===== config.mk =====
export PLATFORM = sky130hd
export DESIGN_NAME = bba_ctrl
export DESIGN_NICKNAME = d
export VERILOG_FILES = /design/src/hw/rtl/bba_pkg.sv /design/src/hw/rtl/bba_ctrl.sv
export SDC_FILE = /design/constraint.sdc
export NUM_CORES = 1
export LEC_CHECK = 0
export BUFFER_PORTS_ARGS = -buffer_cell sky130_fd_sc_hd__buf_2
export CORE_MARGIN = 4
export CORE_UTILIZATION = 35
export CTS_BUF_LIST = sky130_fd_sc_hd__clkbuf_16
export CTS_CLUSTER_SIZE = 24
export DETAILED_ROUTE_END_ITERATION = 12
export PLACE_DENSITY = 0.69
export SYNTH_ARGS = -nofsm -noshare
export SYNTH_HDL_FRONTEND = slang
export SYNTH_SLANG_ARGS = --single-unit

===== constraint.sdc =====
create_clock -name clk -period 1.6 [get_ports clk]
set_clock_uncertainty 0.1 [all_clocks]
set_input_delay 0 -clock clk [delete_from_list [all_inputs] [get_ports clk]]
set_output_delay 0 -clock clk [all_outputs]
set_load 0.02 [all_outputs]

===== src/hw/rtl/bba_pkg.sv =====
// ----------------------------------------------------------------------------
// bba_pkg
// Shared types, codes and defaults for the bitmap block allocator.
// ----------------------------------------------------------------------------
package bba_pkg;

    // Fixed payload widths
    localparam int FUNC_W   = 3;
    localparam int INDEX_W  = 13;
    localparam int COUNT_W  = 14;
    localparam int STATUS_W = 2;

    // Defaults for the top-level parameters
    localparam int DEF_MAX_BLOCKS = 8192;
    localparam int DEF_WORD_BITS  = 64;

    localparam logic [COUNT_W-1:0] RESET_BLOCK_COUNT = 14'd5192;

    // Request codes
    localparam logic [FUNC_W-1:0] FUNC_ALLOC = 3'd0;
    localparam logic [FUNC_W-1:0] FUNC_FREE  = 3'd1;
    localparam logic [FUNC_W-1:0] FUNC_MARK  = 3'd2;
    localparam logic [FUNC_W-1:0] FUNC_COUNT = 3'd3;
    localparam logic [FUNC_W-1:0] FUNC_CLEAR = 3'd4;

    // Result status codes
    localparam logic [STATUS_W-1:0] ST_OK      = 2'd0;
    localparam logic [STATUS_W-1:0] ST_NO_FREE = 2'd1;
    localparam logic [STATUS_W-1:0] ST_RANGE   = 2'd2;

    // What a word scan is doing
    typedef enum logic [1:0] {
        MODE_ALLOC,
        MODE_FREE,
        MODE_MARK,
        MODE_RECOUNT
    } scan_mode_t;

    // Controller -> datapath
    typedef struct packed {
        logic       accept;     // latch index, reset result
        logic       start;      // rewind scan pointers
        logic       zero_used;  // clear used counter
        logic       issue;      // read next map word
        logic       commit;     // act on current beat (alloc/free/mark)
        logic       accum;      // add current beat to used counter
        logic       clear_map;  // drop every map row
        logic       set_range;  // index out of range result
        logic       load_out;   // move result into output register
        scan_mode_t mode;
    } ctrl_cmd_t;

    // Datapath -> controller
    typedef struct packed {
        logic beat;      // read data of the scan is valid
        logic hit;       // beat holds the wanted block
        logic last;      // beat is the last live word
        logic idx_oor;   // incoming index at or beyond block count
        logic out_busy;  // output word held by a stall
    } dp_stat_t;

endpackage


===== src/hw/rtl/bba_ctrl.sv =====
// ----------------------------------------------------------------------------
// bba_ctrl
// Request sequencer: decodes a request, runs the map scan, hands off result.
// ----------------------------------------------------------------------------
module bba_ctrl
(
    input  logic                      clk,
    input  logic                      rst_n,
    input  logic                      in_valid,
    input  logic [bba_pkg::FUNC_W-1:0] func,
    input  logic                      block_count_we,
    input  bba_pkg::dp_stat_t         stat,
    output bba_pkg::ctrl_cmd_t        cmd,
    output logic                      in_stall
);

    typedef enum logic [2:0] {
        S_IDLE   = 3'b001,
        S_SCAN   = 3'b010,
        S_RESULT = 3'b100
    } state_t;

    state_t              state_reg;
    state_t              state_next;
    bba_pkg::scan_mode_t mode_reg;
    bba_pkg::scan_mode_t mode_next;

    assign in_stall = (state_reg != S_IDLE) || block_count_we;

    always_comb
    begin
        state_next    = state_reg;
        mode_next     = mode_reg;
        cmd           = '0;
        cmd.mode      = mode_reg;

        if (block_count_we)
        begin
            // new count: rebuild used counter from the map
            cmd.start     = 1'b1;
            cmd.zero_used = 1'b1;
            mode_next     = bba_pkg::MODE_RECOUNT;
            state_next    = S_SCAN;
        end
        else
        begin
            case (state_reg)
                S_IDLE:
                begin
                    if (in_valid)
                    begin
                        cmd.accept = 1'b1;
                        case (func)
                            bba_pkg::FUNC_ALLOC:
                            begin
                                cmd.start  = 1'b1;
                                mode_next  = bba_pkg::MODE_ALLOC;
                                state_next = S_SCAN;
                            end
                            bba_pkg::FUNC_FREE,
                            bba_pkg::FUNC_MARK:
                            begin
                                if (stat.idx_oor)
                                begin
                                    cmd.set_range = 1'b1;
                                    state_next    = S_RESULT;
                                end
                                else
                                begin
                                    cmd.start  = 1'b1;
                                    mode_next  = (func == bba_pkg::FUNC_FREE) ?
                                                 bba_pkg::MODE_FREE : bba_pkg::MODE_MARK;
                                    state_next = S_SCAN;
                                end
                            end
                            bba_pkg::FUNC_CLEAR:
                            begin
                                cmd.clear_map = 1'b1;
                                state_next    = S_RESULT;
                            end
                            default:
                            begin
                                state_next = S_RESULT;
                            end
                        endcase
                    end
                end
                S_SCAN:
                begin
                    cmd.issue = 1'b1;
                    if (stat.beat)
                    begin
                        if (mode_reg == bba_pkg::MODE_RECOUNT)
                        begin
                            cmd.accum = 1'b1;
                            if (stat.last)
                            begin
                                state_next = S_IDLE;
                            end
                        end
                        else if (stat.hit || stat.last)
                        begin
                            cmd.commit = 1'b1;
                            state_next = S_RESULT;
                        end
                    end
                end
                S_RESULT:
                begin
                    if (!stat.out_busy)
                    begin
                        cmd.load_out = 1'b1;
                        state_next   = S_IDLE;
                    end
                end
                default:
                begin
                    state_next = S_IDLE;
                end
            endcase
        end
    end

    always_ff @(posedge clk or negedge rst_n)
    begin
        if (!rst_n)
        begin
            state_reg <= S_IDLE;
            mode_reg  <= bba_pkg::MODE_ALLOC;
        end
        else
        begin
            state_reg <= state_next;
            mode_reg  <= mode_next;
        end
    end

endmodule


==> metrics, run 1 <==
clk root buf clkbuf_16; Final Hold Vio Count 0; area grow syn2layout 72.59%; worst-path cell chain or3b_4 > nor4b_4 > or2_4 > buf_6; Synth area leader dfrtp_1; share of layout cells above drive strength 1 63.95%; largest net degree at the start of global routing 13; Net count, final 99; CP max FO 3; average size of a mapped cell 9.213 µm²; crit path kind reg2out; Die Width 46.05 µm; fin crit share 112.0%; leakage power 0.3617 nW; DRC errors left 0; syn nets 67; gr ovfl total 0; Max VDD drop about 0.60 mV; asr flop ratio synth 100.0%; row count 13; Worst slew margin 82.23%; RSZ-0062 raised after global routing yes; most common cell in the synthesized netlist nor2_1; final WL roughly 1500 µm; first-pass GRT wire length 2297 µm; Synth Flop Type dfrtp_1; Core Footprint 1334 µm²; top-level I/O count 24; share of the synthesized area in the top cell type 19.75%; Die Height about 46 µm; gr usage total 16.47%; # clock sinks 5; Tmin final 1793 ps; final slew viol count 0; Starting Density 37.99%; antenna violations before repair 0; CTS max path bufs 2; total power approximately 0.9 mW; final hold slack 4.451 ps; Final ANT Viol Nets 0; H-tree levels 1; final setup vio count 9; placed insts 89; Fmax achieved 557.9 MHz; synth warn 0; Clk pin slew, worst setup/hold paths 30 ps; #FFs+latches synth 5; Critical Path Source Type flip-flop; Critical-path top delay cell dfstp_2; Cell variety after synth 34; dpl ws -89.75 ps; Iter 0 DRT Violations 7; Clk Latency, worst-skew pair 230 ps; EDFF count, synth 0; CP peak stage delay 530 ps; Commonest cells post-synth nor2_1, dfrtp_1, nor4b_1; Final Instance Count excl. Fillers 101; Final Worst Setup Slack -192.5 ps; register-to-register setup slack -140 ps; worst path bufs/invs 1; mapped cell area 506.7 µm²; Post-Synthesis Cells 55; die area 2121 µm²; post-layout util 65.57%; worst hold path class in2reg; worst-margin pin slew 263.0 ps; kind of end point of the critical path output pin; WP data required 1500 ps; CTS tree yes; power per cell area 1053 nW/µm²; DR pass1 iterations 4; DR vias/cell between 5 and 6; half-perimeter wire length after placement about 980 µm; max reg flops 3; setup tns final -1102 ps; CTS buffer count 3; # diodes 0; crit-path leading delay family simple AND/OR/NAND/NOR gates; post-route cell area 874.6 µm²; IO Port Bufs 23; crit path DAT 1690 ps; max cap viols 0; routability cong. 0.7106; failing checks setup timing; WL/cell approximately 14 µm; Seq/Total Area, Yosys 24.94%; status finished with violations; vias in the first global route ~530; DR vias 567; Synth area leaders dfrtp_1, nor4b_1, a221oi_4; Post-DP Area between 600 and 700 µm²
-- cells by family after synthesis --
logic type | share of synthesized area, %
mux | 3.951
compound gates | 15.56
xor+xnor | 1.729
fa+ha+maj | 2.222
simple gates | 43.45
flops | 24.94
buf+inv | 8.148
-- cell usage in the layout, fill, tap and decap left out, drive strengths merged --
cell type    netlist  routed
and2               2       2
or2b               1       1
a211oi             1       1
inv                2       3
dfstp              1       1
or4b               1       1
o31ai              2       2
clkbuf             4       3
nor3               3       3
nor2               6       6
nor4b              5       5
nor4               2       2
a221oi             1       1
nand2              2       2
o32a               1       1
or2                1       1
buf                2      32
or3b               2       2
o21ai              1       1
or3                1       1
dfrtp              4       4
nor4bb             1       1
mux2i              2       2
dlygate4sd3        0       1
xnor2              1       1
nand2b             2       2
maj3               1       1
nor3b              2       2
o311a              1       1
-- worst paths after layout --
kind,endpoint,from,cells past startpoint
max,cmd[9],state_reg[0],4
min in group asynchronous,state_reg[1],rst_n,2
min,state_reg[0],in_valid,3
max reg2reg,state_reg[2],state_reg[0],4
max in group asynchronous,state_reg[0],rst_n,2
min reg2reg,mode_reg[1],mode_reg[1],2
-- worst register-to-register path, stage by stage (launching register included) --
cell	delay, ps
dfstp_2	530
or3b_4	400
buf_4	160
o32a_1	290
o31ai_2	170
-- power breakdown --
| group | internal (mW) | leakage [nW] | switching [mW] | total [mW] |
|---|---|---|---|---|
| registers | 0.151 | 0.0503 | 0.0256 | 0.176 |
| logic | 0.180 | 0.269 | 0.155 | 0.334 |
| clock network | 0.324 | 0.0423 | 0.0866 | 0.411 |
-- timing repair --
action / 4_1_cts / 5_1_grt
pin swaps: 6 / 6
setup endpoints to repair: 10 / 12
resized for setup: 16 / 7
gates cloned: 0 / 0
endpoints found under the hold margin: 5 / 0
setup buffers: 6 / 1
hold buffers: 1 / 0
-- per-layer routing --
layer	GRT usage, %	vias to the layer above	routed length, µm
met5	0	-	0
met4	13.64	0	52
met3	4.688	4	104
met2	25.82	20	719
met1	18.10	275	581
li1	-	268	-
-- cell type report --
type                            count  area, µm²
Clock buffer                        3      75.07
Clock inverter                      1      3.754
Fill cell                         112      459.2
Inverter                            2      7.507
Multi-Input combinational cell     42      411.6
Sequential cell                     5      128.9
Tap cell                           15      18.77
Timing Repair Buffer               33      229.0
No activity file was read; power rests on OpenSTA's default activity.
==> inputs of run 2 (changes only) <==
PLACE_DENSITY = 0.66   (was 0.69)
clock period = 2.2 ns   (was 1.6 ns; I/O delays follow)
==> run 2 against run 1 <==
Against the previous run:
- largest cell class unchanged
- core utilization shrank 12 points
- critical endpoint unchanged
- register-to-register slack gained 600 ps
- non-clock buffer count is 8 lower
- critical path depth is the same
- the flow now finishes without violations
- sequential share of layout area is 3.0 points higher
- power decreased by 37%
==> metrics, run 2 (synthesis results as in run 1) <==
worst path bufs/invs 1; Net count, final 91; Worst slew margin 78.05%; max cap viols 0; Clk pin slew, worst setup/hold paths 30 ps; die area between 2000 and 2500 µm²; crit path DAT 1860 ps; WL/cell about 14 µm; first-pass GRT wire length between 2000 and 2500 µm; Starting Density between 30% and 40%; final WL 1313 µm; largest net degree at the start of global routing 13; worst-margin pin slew approximately 330 ps; Die Height 46.05 µm; dpl ws 445.4 ps; row count 13; most frequent cells in the layout buf_2, nor2_1, dfrtp_1; crit-path leading delay family simple AND/OR/NAND/NOR gates; antenna violations before repair 0; DRC errors left 0; Tmin final between 1500 and 2000 ps; gr usage total 14.76%; share of layout cells above drive strength 1 47.44%; DR vias/cell 5.409; CTS tree yes; Iter 0 DRT Violations 9; kind of end point of the critical path output pin; CP max FO 6; crit path kind reg2out; worst-path cell chain or3b_4 > nor4b_4 > or2_2 > buf_2; gr ovfl total 0; CP peak stage delay 560 ps; IO Port Bufs 23; Final Worst Setup Slack 235.6 ps; worst hold path class in2async; Clk Latency, worst-skew pair 230 ps; CTS buffer count 3; Final ANT Viol Nets 0; Core Footprint 1334 µm²; top-level I/O count 24; CTS max path bufs 2; status completed; Max VDD drop 0.5106 mV; clk root buf clkbuf_16; RSZ-0062 raised after global routing no; Critical-path top delay cell dfstp_2; # diodes 0; DR pass1 iterations 4; Die Width 46.05 µm; WP data required between 2000 and 2500 ps; Fmax achieved approximately 510 MHz; # clock sinks 5; H-tree levels 1; fin crit share 89.29%; power per cell area 809.5 nW/µm²; max reg flops 3; setup tns final 0 ps; vias in the first global route 476; leakage power 0.3036 nW; DR vias between 500 and 600; Final Hold Vio Count 0; half-perimeter wire length after placement 1026 µm; most common cell after layout, fill and taps aside buf_2; Critical Path Source Type flip-flop; final setup vio count 0; routability cong. 0.7241; Post-CTS Setup Bufs 0; final slew viol count 0; area grow syn2layout 40.49%
## run 2: power by group
part           total, mW  internal (mW)  switching (mW)
Sequential         0.127          0.108          0.0184
Combinational      0.151         0.0672          0.0836
Clock              0.299          0.236          0.0629
Total              0.576          0.411           0.165
## run 2: stage by stage
step | std cells | hold WS, ps | utilization [%] | power [mW] | cell area [µm²]
2_1_floorplan | 55 | -395.6 | - | 0.2376 | 506.7
3_3_place_gp | 87 | -281.3 | 45.50 | 0.2699 | 606.8
3_5_place_dp | 87 | -280.8 | 45.50 | 0.2747 | 606.8
4_1_cts | 93 | 12.39 | 52.91 | 0.5790 | 705.7
5_1_grt | 93 | 46.01 | 53.38 | 0.6052 | 711.9
6_report | 93 | 15.07 | 53.38 | 0.5763 | 711.9
## run 2: worst paths after layout
path	from	to	slack, ps	depth (start not counted)
max in group asynchronous	rst_n	state_reg[0]	1770	2
hold / removal	rst_n	mode_reg[0]	20	2
hold reg to reg	mode_reg[1]	mode_reg[1]	470	2
setup reg to reg	state_reg[0]	mode_reg[0]	460	3
min in group clk	block_count_we	mode_reg[1]	60	3
setup / recovery	state_reg[0]	cmd[9]	240	4
## run 2: per-layer routing
layer / GRT usage (%) / routed length [µm] / part of all wire (%) / vias up
met5: 0 / 0 / 0 / -
met4: 10.23 / 34 / 2.6 / 0
met3: 7.031 / 128 / 9.7 / 4
met2: 23.90 / 621 / 47 / 19
met1: 14.69 / 528 / 40 / 230
li1: - / - / - / 250
## run 2: layout make-up
type	count	area, µm²
multi-input cells	42	345.3
fillers	129	621.8
clock inverters	1	3.754
inverters	2	7.507
well taps	15	18.77
repair buffers	25	135.1
flip-flops and latches	5	126.4
clock buffers	3	75.07
## run 2: worst register-to-register path, cell delays in order (launching register included)
cell and delay [ps]:
dfstp_2 560, or3b_4 420, nor4b_4 330, mux2i_1 250
## run 2: repair_timing
action | CTS | global route
setup endpoints to repair | 0 | 1
hold buffers | 2 | 0
hold endpoints to repair | 6 | 0
gates resized for setup | 0 | 1
==> inputs of run 3 (changes only) <==
CAP_MARGIN = 10   (was not set)
PLACE_DENSITY = 0.69   (was 0.66)
RECOVER_POWER = 50   (was not set)
clock period = 1.8 ns   (was 2.2 ns; I/O delays follow)
==> run 3 against run 2 <==
Against the previous run:
- register-to-register slack got worse by 390 ps
- final cell count increased by 2.2%
- critical path depth unchanged
- via count decreased by 0.20%
- worst setup slack got worse by 260 ps
- first-iteration DRC count decreased by 22%
- combinational power increased by 32%
- power increased by 25%
- flip-flop and latch count unchanged
- largest cell class unchanged
- sequential share of layout area decreased by 0.69 points
- core utilization increased by 2.7 points
- the flow now finishes with violations (setup timing)
- global-route usage decreased by 0.92 points
==> metrics, run 3 (synthesis results as in run 1) <==
routability cong. ~0.79; CTS max path bufs 2; vias in the first global route between 400 and 500; Post-DP Area 614.3 µm²; max reg flops 3; Critical Path Source Type flip-flop; largest net degree at the start of global routing 13; clk root buf clkbuf_16; max cap viols 0; fin crit share 101.2%; post-route cell area 748.2 µm²; Starting Density a little under two fifths; H-tree levels 1; DRC errors left 0; CTS tree yes; setup tns final -21.10 ps; reg2reg path depth 4; Final Worst Setup Slack -21.10 ps; crit path kind reg2out; DR vias 502; Final Instance Count excl. Fillers 95; Clk Latency, worst-skew pair 230 ps; most common cell after layout, fill and taps aside buf_2; Filler Cell Count 143; placed insts 88; worst reg2reg path startpoint state_reg[0]; Storage cell area 127.6 µm²; failing checks setup timing; WL/cell between 10 and 15 µm; first-pass GRT wire length 2007 µm; die area 2121 µm²; total power about 0.72 mW; Max VDD drop 0.7132 mV; row count 13; RSZ-0062 raised after global routing yes; # diodes 0; final setup vio count 1; Die Width approximately 46 µm; power per cell area approximately 960 nW/µm²; final slew viol count 0; dpl ws around 110 ps; Core Footprint 1334 µm²; Final ANT Viol Nets 0; Top Metal Used met4; worst hold path class in2async; CP max FO 6; Multi-input gate area 362.8 µm²; IO Port Bufs 23; DR vias/cell approximately 5.3; gr usage total roughly 14%; WL met3 84 µm; CTS buffer count 3; gr ovfl total 0; Die Height 46.05 µm; Fmax achieved around 550 MHz; WP data required 1700 ps; # clock sinks 5; register-to-register setup slack 70 ps; antenna violations before repair 0; Worst slew margin 80.07%; met2 wire length 574 µm; half-perimeter wire length after placement 948.9 µm; wire length on met1 537 µm; share of layout cells above drive strength 1 50.00%; Clk pin slew, worst setup/hold paths 30 ps; Final Hold Vio Count 0; DR pass1 iterations 4; R2R Path End mode_reg[0]; status finished with violations; kind of end point of the critical path output pin; Tmin final approximately 1800 ps; most frequent cells in the layout buf_2, nor2_1; Net count, final 93; final WL 1249 µm; Iter 0 DRT Violations 7; crit path DAT 1720 ps; top-level I/O count 24; area grow syn2layout 47.65%; worst-margin pin slew 298.9 ps; leakage power 0.3115 nW
[run 3: what timing repair did]
action                                  CTS  global route
gates resized for setup                   2             6
endpoints found under the setup margin    3             6
setup buffers                             1             0
cloned                                    0             0
pin swaps                                 1             1
hold buffers                              2             0
hold endpoints to repair                  6             0
[run 3: worst max path at each step]
stage               slack, ps  endpoint  cells past startpoint    startpoint
floorplan                 -90    cmd[3]                      3  state_reg[0]
global placement          110    cmd[9]                      4  state_reg[0]
detailed placement        110    cmd[9]                      4  state_reg[0]
CTS                       -70    cmd[9]                      4  state_reg[0]
global route              -90    cmd[4]                      4  state_reg[0]
finish                    -20    cmd[9]                      4  state_reg[0]
[run 3: worst max-delay path: stages (launching register included)]
cell and delay [ps]:
dfstp_2 560, or3b_4 420, nor4b_4 250, or2_4 170, buf_6 100
[run 3: layout make-up]
type                            count  share of cell area (%)
Multi-Input combinational cell     42                   48.49
Timing Repair Buffer               27                   20.40
Sequential cell                     5                   17.06
Clock buffer                        3                   10.03
Tap cell                           15                   2.508
Inverter                            2                   1.003
Clock inverter                      1                  0.5017
[run 3: power breakdown]
group,switching [mW],internal (mW)
logic,0.105,0.0953
clock network,0.0758,0.288
registers,0.0217,0.134
total,0.202,0.517
[run 3: per-layer routing]
metal	GRT usage (%)	vias up
met5	0	-
met4	11.93	0
met1	16.43	221
met2	20.33	23
met3	3.516	4
li1	-	254
[run 3: through the flow]
step	hold slack, ps	util [%]
4_1_cts	33.03	54.69
2_1_floorplan	-395.6	-
3_3_place_gp	-280.7	46.06
3_5_place_dp	-274.0	46.06
6_report	68.60	56.10
5_1_grt	106.0	56.10
